===== config.mk =====
export PLATFORM = sky130hd
export DESIGN_NAME = uri_percent_encoder
export DESIGN_NICKNAME = d
export VERILOG_FILES = /design/src/rtl/core/upe_pkg.sv /design/src/rtl/core/upe_serializer.sv /design/src/rtl/core/uri_percent_encoder.sv
export SDC_FILE = /design/constraint.sdc
export NUM_CORES = 1
export LEC_CHECK = 0
export BUFFER_PORTS_ARGS = -buffer_cell sky130_fd_sc_hd__buf_2
export CAP_MARGIN = 20
export CORE_ASPECT_RATIO = 1.25
export CORE_MARGIN = 8
export CORE_UTILIZATION = 55
export DETAILED_ROUTE_END_ITERATION = 10
export PLACE_DENSITY_LB_ADDON = 0.3
export SLEW_MARGIN = 0
export SYNTH_ARGS = -nofsm -noshare
export SYNTH_HDL_FRONTEND = slang
export SYNTH_SLANG_ARGS = --single-unit

===== constraint.sdc =====
create_clock -name clk -period 6.6 [get_ports clk]
set_input_delay 1.32 -clock clk [delete_from_list [all_inputs] [get_ports clk]]
set_output_delay 1.32 -clock clk [all_outputs]
set_load 0.02 [all_outputs]

===== src/rtl/core/upe_pkg.sv =====
package upe_pkg;

	localparam int CpW      = 21;
	localparam int CharW    = 7;
	localparam int ByteW    = 8;
	localparam int MaxBytes = 4;
	localparam int MaxChars = 12;
	localparam int CntW     = 4;
	localparam int NbW      = 3;

	localparam logic [CpW-1:0]   MaxCodePoint = 21'h10FFFF;
	localparam logic [CharW-1:0] PctChar      = 7'h25;
	localparam logic [CharW-1:0] ZeroChar     = 7'h30;
	localparam logic [CharW-1:0] AlphaBase    = 7'h37;

	typedef logic [CharW-1:0] char_t;
	typedef logic [ByteW-1:0] byte_t;

	typedef struct packed {
		char_t [MaxChars-1:0] chars;
		logic  [CntW-1:0]     count;
	} burst_t;

	function automatic logic is_reserved(input logic [CharW-1:0] c);
		case (c) inside
			7'h09, 7'h0A, 7'h20, 7'h21, 7'h23, 7'h24, 7'h25, 7'h26,
			7'h27, 7'h28, 7'h29, 7'h2A, 7'h2B, 7'h2C, 7'h2F, 7'h3A,
			7'h3B, 7'h3D, 7'h3F, 7'h40, 7'h5B, 7'h5D: return 1'b1;
			default: return 1'b0;
		endcase
	endfunction

	function automatic char_t hex_char(input logic [3:0] d);
		if (d < 4'd10)
			return ZeroChar + {3'b000, d};
		else
			return AlphaBase + {3'b000, d};
	endfunction

endpackage


===== src/rtl/core/upe_serializer.sv =====
module upe_serializer (
	input  logic            clk,
	input  logic            arst_n,
	input  logic            burst_valid,
	input  upe_pkg::burst_t burst,
	output logic            take,
	output logic            out_valid,
	input  logic            out_stall,
	output logic [6:0]      out_char,
	output logic            last_char
);

	upe_pkg::char_t [upe_pkg::MaxChars-1:0] buf_q;
	logic [upe_pkg::CntW-1:0]               left_q;
	logic                                   busy_q;
	logic                                   out_acc;

	assign out_acc   = busy_q && !out_stall;
	assign last_char = (left_q == upe_pkg::CntW'(1));
	assign take      = !busy_q || (out_acc && last_char);
	assign out_valid = busy_q;
	assign out_char  = buf_q[0];

	always_ff @(posedge clk or negedge arst_n) begin
		if (!arst_n) begin
			busy_q <= 1'b0;
			left_q <= '0;
		end else if (take) begin
			busy_q <= burst_valid;
			left_q <= burst_valid ? burst.count : '0;
		end else if (out_acc) begin
			left_q <= left_q - upe_pkg::CntW'(1);
		end
	end

	always_ff @(posedge clk) begin
		if (take && burst_valid) begin
			buf_q <= burst.chars;
		end else if (out_acc) begin
			for (int i = 0; i < upe_pkg::MaxChars - 1; i++)
				buf_q[i] <= buf_q[i+1];
		end
	end

	// burst length stays within bounds while characters are pending
	a_left_range: assert property (@(posedge clk) disable iff (!arst_n)
		busy_q |-> (left_q != '0 && left_q <= upe_pkg::CntW'(upe_pkg::MaxChars)))
		else $error("burst count out of range");

	// a taken character that is not the last keeps the burst going
	a_left_step: assert property (@(posedge clk) disable iff (!arst_n)
		(out_acc && !last_char) |=> (busy_q && left_q == $past(left_q) - 4'd1))
		else $error("burst count did not step");

	// an empty serialiser always takes the next burst
	a_idle_take: assert property (@(posedge clk) disable iff (!arst_n)
		!busy_q |-> take)
		else $error("idle serialiser refused a burst");

	// a stalled burst keeps its length
	a_stall_hold: assert property (@(posedge clk) disable iff (!arst_n)
		(busy_q && out_stall) |=> (busy_q && $stable(left_q)))
		else $error("burst count moved under stall");

endmodule


===== src/rtl/core/uri_percent_encoder.sv =====
// URI percent encoder. One Unicode code point is taken per beat on the input
// channel and leaves as a burst of ASCII characters, one per output beat, with
// last_char high on the final character. Unreserved ASCII passes as one
// character, reserved ASCII becomes three (%XX), and code points of 128 and
// above are UTF-8 encoded and percent-escaped into 6, 9 or 12 characters;
// values above 10FFFF produce no output. The input is taken every cycle unless
// in_stall is high, through three register stages (input register, range check
// and UTF-8 byte split, hex expansion) into an output shift register; the output
// serialiser is the limit, as each code point holds it until all of its
// characters have left.
module uri_percent_encoder (
	input  logic        clk,
	input  logic        arst_n,
	input  logic        in_valid,
	output logic        in_stall,
	input  logic [20:0] code_point,
	output logic        out_valid,
	input  logic        out_stall,
	output logic [6:0]  out_char,
	output logic        last_char
);

	logic [upe_pkg::CpW-1:0] cp_s1;
	logic                    valid_s1;

	upe_pkg::byte_t [upe_pkg::MaxBytes-1:0] bytes_s2;
	logic [upe_pkg::NbW-1:0]                nbyte_s2;
	logic                                   plain_s2;
	logic                                   valid_s2;

	upe_pkg::burst_t burst_s3;
	logic            valid_s3;

	logic en1, en2, en3, take;

	upe_pkg::byte_t [upe_pkg::MaxBytes-1:0] bytes_d;
	logic [upe_pkg::NbW-1:0]                nbyte_d;
	logic                                   plain_d;
	logic                                   inrange_d;
	upe_pkg::burst_t                        burst_d;

	assign en3      = !valid_s3 || take;
	assign en2      = !valid_s2 || en3;
	assign en1      = !valid_s1 || en2;
	assign in_stall = !en1;

	// stage 1: input register
	always_ff @(posedge clk or negedge arst_n) begin
		if (!arst_n) begin
			valid_s1 <= 1'b0;
		end else if (en1) begin
			valid_s1 <= in_valid;
		end
	end

	always_ff @(posedge clk) begin
		if (en1 && in_valid)
			cp_s1 <= code_point;
	end

	// stage 2: classify and split into utf-8 bytes
	always_comb begin
		bytes_d   = '0;
		nbyte_d   = upe_pkg::NbW'(1);
		plain_d   = 1'b0;
		inrange_d = 1'b1;
		if (cp_s1[20:7] == '0) begin
			bytes_d[0] = {1'b0, cp_s1[6:0]};
			plain_d    = !upe_pkg::is_reserved(cp_s1[6:0]);
		end else if (cp_s1[20:11] == '0) begin
			bytes_d[0] = {3'b110, cp_s1[10:6]};
			bytes_d[1] = {2'b10, cp_s1[5:0]};
			nbyte_d    = upe_pkg::NbW'(2);
		end else if (cp_s1[20:16] == '0) begin
			bytes_d[0] = {4'b1110, cp_s1[15:12]};
			bytes_d[1] = {2'b10, cp_s1[11:6]};
			bytes_d[2] = {2'b10, cp_s1[5:0]};
			nbyte_d    = upe_pkg::NbW'(3);
		end else begin
			bytes_d[0] = {5'b11110, cp_s1[20:18]};
			bytes_d[1] = {2'b10, cp_s1[17:12]};
			bytes_d[2] = {2'b10, cp_s1[11:6]};
			bytes_d[3] = {2'b10, cp_s1[5:0]};
			nbyte_d    = upe_pkg::NbW'(4);
			inrange_d  = (cp_s1 <= upe_pkg::MaxCodePoint);
		end
	end

	always_ff @(posedge clk or negedge arst_n) begin
		if (!arst_n) begin
			valid_s2 <= 1'b0;
		end else if (en2) begin
			valid_s2 <= valid_s1 && inrange_d;
		end
	end

	always_ff @(posedge clk) begin
		if (en2 && valid_s1) begin
			bytes_s2 <= bytes_d;
			nbyte_s2 <= nbyte_d;
			plain_s2 <= plain_d;
		end
	end

	// stage 3: expand bytes into escaped characters
	always_comb begin
		burst_d = '0;
		for (int i = 0; i < upe_pkg::MaxBytes; i++) begin
			burst_d.chars[3*i]   = upe_pkg::PctChar;
			burst_d.chars[3*i+1] = upe_pkg::hex_char(bytes_s2[i][7:4]);
			burst_d.chars[3*i+2] = upe_pkg::hex_char(bytes_s2[i][3:0]);
		end
		if (plain_s2) begin
			burst_d.chars[0] = bytes_s2[0][6:0];
			burst_d.count    = upe_pkg::CntW'(1);
		end else begin
			case (nbyte_s2)
				3'd1:    burst_d.count = upe_pkg::CntW'(3);
				3'd2:    burst_d.count = upe_pkg::CntW'(6);
				3'd3:    burst_d.count = upe_pkg::CntW'(9);
				default: burst_d.count = upe_pkg::CntW'(12);
			endcase
		end
	end

	always_ff @(posedge clk or negedge arst_n) begin
		if (!arst_n) begin
			valid_s3 <= 1'b0;
		end else if (en3) begin
			valid_s3 <= valid_s2;
		end
	end

	always_ff @(posedge clk) begin
		if (en3 && valid_s2)
			burst_s3 <= burst_d;
	end

	upe_serializer u_ser (
		.clk         (clk),
		.arst_n      (arst_n),
		.burst_valid (valid_s3),
		.burst       (burst_s3),
		.take        (take),
		.out_valid   (out_valid),
		.out_stall   (out_stall),
		.out_char    (out_char),
		.last_char   (last_char)
	);

	// stage 3 holding a beat that cannot move keeps it
	a_s3_hold: assert property (@(posedge clk) disable iff (!arst_n)
		(valid_s3 && !take) |=> (valid_s3 && $stable(burst_s3)))
		else $error("stage 3 beat lost under stall");

	// input is stalled only when every stage is full
	a_stall_full: assert property (@(posedge clk) disable iff (!arst_n)
		in_stall |-> (valid_s1 && valid_s2 && valid_s3 && out_valid))
		else $error("input stalled with room in the pipeline");

	// an out-of-range code point never reaches stage 2
	a_drop_range: assert property (@(posedge clk) disable iff (!arst_n)
		(en2 && valid_s1 && cp_s1 > upe_pkg::MaxCodePoint) |=> !valid_s2)
		else $error("out-of-range code point passed");

endmodule

Yosys cells after proc, flatten, opt, wreduce, memory -nomap -nowiden. Cells that the tools add are included. W data, S select, Z words.

Add/subtract/negate cells: 17. Magnitude comparators: 9. Equality and inequality tests: 26. Muxes and demuxes: 25. Reductions and logical operators: 26.

Operator list (count): $mux W77 (2); $eq A7 B6 Y1 const B (17); $add A6 B4 Y7 const A (16); $mux W7 (9); $lt A4 B4 Y1 const B (8); $mux W22 (1); $reduce_or A22 Y1 (1); $eq A7 B7 Y1 const B (3); $le A21 B21 Y1 const B (1); $mux W16 (1); $eq A7 B4 Y1 const B (2); $logic_not A14 Y1 (1); $mux W4 (3); $pmux W4 S3 (1); $logic_not A10 Y1 (1); $mux W8 (1); $logic_and A1 B1 Y1 (7); $logic_not A1 Y1 (7); $eq A3 B2 Y1 const B (2); $logic_not A5 Y1 (1); $mux W1 (5); $eq A4 B1 Y1 const B (1); $logic_or A1 B1 Y1 (4); $reduce_bool A2 Y1 (2); other kinds (6) (6).

Flip-flop bits (word level): 216. Input bits: 25. Output and inout bits: 10. Logic and storage cells: 141.

Longest topological paths before layout. Gate-level depths: netlist (run 1).

Depth after elaboration: 8. Gate-level depth with buffers: 9. Mapped depth without buffers: 7.

Modules after synthesis. From an unflattened synthesis (run 1), not the netlist that was laid out.

Cell total of the unflattened synthesis: 571. Area, all modules: 8941.1 µm².

Modules (own cells, without submodules): uri_percent_encoder (times used 1, cells each 357, area each 5013.6 µm², seq. area each 3648.5 µm²); upe_serializer (times used 1, cells each 214, area each 3927.5 µm², seq. area each 2647.5 µm²).

Worst setup path before layout (run 1). Ideal clock, no wire load.

Kind: input-to-reg. Start point: input port out_stall. End point: register u_ser.buf_q[10] (netlist bit) (enable). Library setup time: 538 ps. Data arrival time: 5246 ps. Data required time: 6062 ps. Slack: 816 ps. Stages: 2. Buffers on the path: 1. Cells stage by stage: buf_2 -> a21oi_1.

Word-level cells in the longest chain between the ends: 6.

Ends and longest elaborated chain: start, declared (line uri_percent_encoder.sv:18) `input logic out_stall,`; $logic_not A1 Y1 * (line upe_serializer.sv:18) `assign out_acc = busy_q && !out_stall;`; $logic_and A1 B1 Y1 * (line upe_serializer.sv:18); $logic_and A1 B1 Y1 (line upe_serializer.sv:20) `assign take = !busy_q || (out_acc && last_char);`; $logic_or A1 B1 Y1 (line upe_serializer.sv:20); $logic_and A1 B1 Y1 (line upe_serializer.sv:37) `if (take && burst_valid) begin`; $reduce_bool A2 Y1 (no source line) *; end signal, assigned (line upe_serializer.sv:38) `buf_q <= burst.chars;`; end signal, assigned by index (line upe_serializer.sv:41) `buf_q[i] <= buf_q[i+1];`; end, declared (line upe_serializer.sv:13) `upe_pkg::char_t [upe_pkg::MaxChars-1:0] buf_q;`.

Mark *: on every way between the ends. The rest lies on a longest branch, timed or not. A chain may end at the register's enable or synchronous reset.

Worst setup path in the final report (run 1).
Start point: input port out_stall. End point: register u_ser.buf_q[61] (netlist bit) (data pin).

Word-level cells in the longest chain between the ends: 6.

Ends and longest elaborated chain (line): $logic_not A1 Y1 (upe_serializer.sv:18); $logic_and A1 B1 Y1 (upe_serializer.sv:18); $logic_and A1 B1 Y1 (upe_serializer.sv:20); $logic_or A1 B1 Y1 (upe_serializer.sv:20); $logic_and A1 B1 Y1 (upe_serializer.sv:37); $mux W77 (upe_serializer.sv:37).

Every way passes these cells.

==> flow_metrics.tcl, run 1 <==
set metrics [dict create \
    postRouteAntennaNets 0 \
    async_reset_ff_share_pct 3.79 \
    setup_ws_ns 2.78 \
    critPathArrivalTime_ns 4.05 \
    seqCellArea_um2 6300 \
    p_leak_nw 3.40 \
    synth_area_um2 8740 \
    antenna_found_initial 0 \
    hold_viol 0 \
    yosysWarnings 0 \
    slowest_delay_ns 0.85 \
    root_buffer "clkbuf_16" \
    status "finished clean" \
    gr-max-usage-layer "met2" \
    worstPathMaxFanout 37 \
    fmax_mhz 262 \
    drive_gt1_share_pct 21.5 \
    antenna_cells 0 \
    power_frac_clock_pct 30.2 \
    ys_top_cells_by_area "edfxtp_1 70%, mux2_2 7.2%, dfrtp_1 2.3%" \
    p_int_mw 2.63 \
    ys.flop_type "edfxtp_1" \
    clock_latency_ns 0.49 \
    dp_cells 790 \
    cts_setup_buffers 0 \
    tightest_slew_ns 1.00 \
    multi_input_area_um2 2140 \
    swShare_pct 25.2 \
    ctsLongestPathBuffers 3 \
    ios 35 \
    synth_nets 606 \
    cp-start-kind "primary input" \
    cts.repair.resized 0 \
    cts-buffers-inserted 20 \
    path_clk_slew_ns 0.06 \
    htreeDepth 1 \
    die_w_um 129 \
    design.core.area_um2 15600 \
    firstDrtPassIters 5 \
    tritoncts "yes" \
    grt_pass1_vias 4711 \
    first_iter_violations 392 \
    die_area_um2 20200 \
    holdBufCountCts 0 \
    avgViaCountPerCell 5.52 \
    period_share_pct 57.8 \
    final_nets 635 \
    port_buffers 34 \
    holdWs_ns 0.419 \
    worstPathCellList "buf_2 -> o31ai_2 -> nand2_1 -> inv_2 -> buf_4 -> mux2_2" \
    place_congestion 0.903 \
    timing.final.max_slew_violations 0 \
    r2r_cells 8 \
    num_vias 4551 \
    rows 51 \
    power.share.combinational_pct 15.3 \
    dp_hpwl_um 9380 \
    ys_types 58 \
    ys_ff_latch 211 \
    skew_ns 0.0157 \
    start_util_pct 56.2 \
    hold_path.class "flop to flop" \
    area_delta_synth_final_pct 10.3 \
    crit_path_end_kind "flop" \
    synth_top_cell_by_area "edfxtp_1" \
    wl_per_cell_um 17.1 \
    crit_required_ns 6.83 \
    fin_setup_tns_ns 0 \
    setup.worst_path.class "primary input to flop" \
    syn_inst 571 \
    drv_cap 0 \
    synth_edf_count 203 \
    drc_errors 0 \
    grt_max_degree 78 \
    holdPathStages 0 \
    synth_top_area_share_pct 69.7 \
    r2r_slack_ns 3.03 \
    seq_area_frac_synth_pct 72.0 \
    powerDensity_nw_per_um2 364 \
    setup_viol 0 \
    rsz0062_at_grt "false" \
    overflow 0 \
    gr-usage-met1_pct 16.7 \
    power_switching_uw 885 \
    relSlewSlack_pct 33.2 \
    fin_total_pwr_mw 3.51 \
    ir_worst_vdd_mv 0.232 \
    seqPwrFrac_pct 54.5 \
    min_period_ns 3.82 \
    die_h_um 157 \
    avgSynthCellArea_um2 15.3 \
    grtUsageTotal_pct 14.6 \
    use_met2_pct 26.4 \
    grt_pass1_wl_um 23600 \
    fillers 1181 \
    numClockSinks 211 \
    grt_util_met3_pct 2.81 \
    finalNonFillerCells 825 \
    pre_cts_slack_ns 2.27 \
    cp_slowest_cell "inv_2" \
    wl_um 14100 \
]
flip-flops by register name, indices dropped and copies added (netlist names):
register / count
u_ser.buf_q: 77
u_ser.left_q: 4
burst_s3: 67
valid_s3: 1
u_ser.out_char: 7
nbyte_s2: 2
valid_s1: 1
valid_s2: 1
bytes_s2: 28
cp_s1: 21
u_ser.out_valid: 1
plain_s2: 1
power by group through the flow:
stage | logic, mW | registers (mW) | clock network [mW]
2_1_floorplan | 0.448 | 1.88 | 0
3_3_place_gp | 0.515 | 1.93 | 0
3_5_place_dp | 0.542 | 1.94 | 0
4_1_cts | 0.546 | 1.92 | 1.08
5_1_grt | 0.606 | 1.94 | 1.13
6_report | 0.537 | 1.92 | 1.06
cell families (layout without fill, tap and decap cells):
group	after synthesis	after routing	share of synthesized area, %
flops	211	211	72.0
xor+xnor	10	10	1.00
compound gates	78	78	5.62
buf+inv	68	110	3.72
fa+ha+maj	10	10	1.43
simple gates	138	138	9.01
mux	56	56	7.21
cell usage in the layout (no fill, tap or decap), types with 2 or more instances in the layout:
cell type	count
clkbuf_8	3
a22o_1	8
a21oi_1	28
inv_1	35
edfxtp_1	203
nor2b_1	3
or4_1	2
a21o_1	2
buf_4	4
o21a_1	3
nand4_1	2
nand3_1	6
nor3_1	3
nand2b_1	18
and2_1	25
and3_1	4
xnor2_1	9
a31oi_1	4
o21ai_0	18
clkbuf_16	21
ha_1	10
dfrtp_1	8
buf_2	34
clkbuf_1	9
mux2_2	56
nand2_1	38
nor2_1	21
layout make-up:
type,count,area share [%]
sequential,211,65.3
multi-input combinational,292,22.1
clock buffer,33,6.22
tap,212,2.75
timing repair buffer,38,2.07
inverter,37,1.47
clock inverter,2,0.0908
critical path, delay by kind of cell:
kind | cells | cell delay, ns
compound gates | 1 | 0.26
buf+inv | 3 | 1.50
mux | 1 | 0.39
simple gates | 1 | 0.54
stage by stage:
step / cell area (µm²) / utilization [%]
4_1_cts: 9650 / 62.0
5_1_grt: 9650 / 62.0
3_5_place_dp: 9040 / 58.1
2_1_floorplan: 8740 / -
6_report: 9650 / 62.0
3_3_place_gp: 9040 / 58.1
synthesized netlist by cell type (2+ instances only):
library cell / instances
a21o_1: 2
a21oi_1: 29
a22o_1: 8
a31oi_1: 4
and2_1: 26
and3_1: 4
buf_2: 6
buf_4: 10
buf_6: 3
clkbuf_1: 12
dfrtp_1: 8
edfxtp_1: 203
ha_1: 10
inv_1: 35
mux2_2: 56
nand2_1: 38
nand2b_1: 18
nand3_1: 6
nand4_1: 2
nor2_1: 21
nor2b_1: 3
nor3_1: 3
o21a_1: 3
o21ai_0: 18
or4_1: 2
xnor2_1: 9
final timing paths:
path	start	endpoint
hold / removal	burst_s3[87]	u_ser.buf_q[83]
setup / recovery	out_stall	u_ser.buf_q[61]
max in group asynchronous	arst_n	u_ser.out_valid
min in group asynchronous	arst_n	u_ser.left_q[2]
hold reg to reg	burst_s3[87]	u_ser.buf_q[83]
setup reg to reg	u_ser.left_q[1]	u_ser.buf_q[61]
layer usage:
metal / vias to the layer above / routed length (µm)
met3: 42 / 763
met1: 2226 / 5460
met4: 0 / 412
met5: - / 0
li1: 2148 / -
met2: 135 / 7470
No activity file was read; power rests on OpenSTA's default activity.
==> inputs of run 2 (changes only) <==
==> constraint.sdc (replaced) <==
create_clock -name clk -period 3.7 [get_ports clk]
set_input_delay 0.74 -clock clk [delete_from_list [all_inputs] [get_ports clk]]
set_output_delay 0.74 -clock clk [all_outputs]
set_load 0.02 [all_outputs]
==> flow_metrics.tcl, run 2 (synthesized netlist as in run 1, its figures left out) <==
set metrics [dict create \
    rows 51 \
    fillers 1140 \
    setup_viol 0 \
    r2r_slack_ns 1.38 \
    crit_path_end_kind "output pin" \
    fin_setup_tns_ns 0 \
    drc_errors 0 \
    dp_cells 792 \
    cts-buffers-inserted 21 \
    root_buffer "clkbuf_16" \
    design.core.area_um2 15600 \
    cts_setup_buffers 0 \
    clock_latency_ns 0.49 \
    largest-register "u_ser.buf_q" \
    numClockSinks 211 \
    seqCellArea_um2 6300 \
    tightest_slew_ns 0.825 \
    start_util_pct 56.2 \
    holdBufCountCts 0 \
    grt_pass1_vias 4694 \
    postRouteAntennaNets 0 \
    area_delta_synth_final_pct 12.0 \
    place_congestion 0.901 \
    ir_worst_vdd_mv 0.448 \
    overflow 0 \
    antenna_cells 0 \
    ctsLongestPathBuffers 3 \
    cts.repair.resized 0 \
    relSlewSlack_pct 45.0 \
    final_common_cell "edfxtp_1" \
    wl_per_cell_um 17.5 \
    skew_ns 0.0144 \
    rsz0062_at_grt "false" \
    dp_hpwl_um 9330 \
    drive_gt1_share_pct 23.2 \
    fin_total_pwr_mw 6.54 \
    antenna_found_initial 0 \
    crit_required_ns 2.96 \
    hold_viol 0 \
    min_period_ns 2.62 \
    status "finished clean" \
    timing.final.max_slew_violations 0 \
    final_cell_mix "203 x edfxtp_1, 56 x mux2_2, 38 x nand2_1" \
    die_w_um 129 \
    die_h_um 157 \
    grt_max_degree 78 \
    drv_cap 0 \
    fmax_mhz 382 \
    grt_pass1_wl_um 23600 \
    largest_registers "u_ser.buf_q (77), burst_s3 (67), bytes_s2 (28)" \
    die_area_um2 20200 \
    port_buffers 34 \
    grtUsageTotal_pct 14.8 \
    firstDrtPassIters 5 \
    htreeDepth 1 \
    critPathArrivalTime_ns 1.88 \
    avgViaCountPerCell 5.47 \
    first_iter_violations 463 \
    tritoncts "yes" \
    p_leak_nw 3.47 \
    wl_um 14500 \
    cp-start-kind "flop" \
    hold_path.class "primary input to asynchronous set/reset pin" \
    finalNonFillerCells 829 \
    largest_reg_flops 77 \
    path_clk_slew_ns 0.06 \
    powerDensity_nw_per_um2 667 \
    worstPathMaxFanout 5 \
    num_vias 4537 \
    setup.worst_path.class "flop to output pin" \
    final_nets 638 \
    pre_cts_slack_ns 1.21 \
    multi_input_area_um2 2140 \
    setup_ws_ns 1.08 \
    period_share_pct 70.8 \
    ios 35 \
]
## run 2: cell types whose count changed in the layout (fill, tap and decap cells not counted)
cell and delta:
clkbuf_1 -8, clkbuf_8 +4, buf_12 +2, bufinv_16 +2, clkinv_2 +2, clkinv_1 +1
clkinvlp_4 +1
## run 2: worst paths after layout
| kind | start | end | cells after the start |
|---|---|---|---|
| worst max-delay path | u_ser.left_q[1] | in_stall | 7 |
| worst min-delay path | arst_n | u_ser.left_q[0] | 1 |
| worst max register to register | cp_s1[11] | plain_s2 | 4 |
| worst min register to register | burst_s3[83] | u_ser.buf_q[79] | 0 |
| max in group asynchronous | arst_n | u_ser.out_valid | 1 |
| min in group clk | burst_s3[83] | u_ser.buf_q[79] | 0 |
## run 2: metrics by stage
stage	hold WS (ns)	cell area, µm²	utilization (%)
detailed placement	0.409	9080	58.3
CTS	0.0829	9790	62.9
finish	0.0878	9790	62.9
floorplan	0.400	8750	-
global route	0.0845	9790	62.9
global placement	0.403	9080	58.3
## run 2: per-layer routing
metal	share of wire, %	track usage (%)
met2	53	26.7
met4	2.2	4.88
met5	0	0
met1	40	17.2
met3	5.1	2.61
## run 2: power breakdown
group / switching, mW / internal (mW)
Clock: 0.829 / 1.32
Sequential: 0.242 / 3.18
Combinational: 0.557 / 0.417
## run 2: layout make-up
| type | count | share of cell area (%) |
|---|---|---|
| tap | 212 | 2.71 |
| clock inverter | 8 | 0.920 |
| multi-input combinational | 292 | 21.8 |
| sequential | 211 | 64.3 |
| inverter | 37 | 1.44 |
| timing repair buffer | 40 | 2.45 |
| clock buffer | 29 | 6.39 |
## run 2: critical path, cell delays in order (launching register included)
cell	delay [ns]
dfrtp_1	0.39
inv_1	0.09
ha_1	0.21
nand2b_4	0.09
o31a_1	0.28
nand4_1	0.14
inv_1	0.05
buf_2	0.15
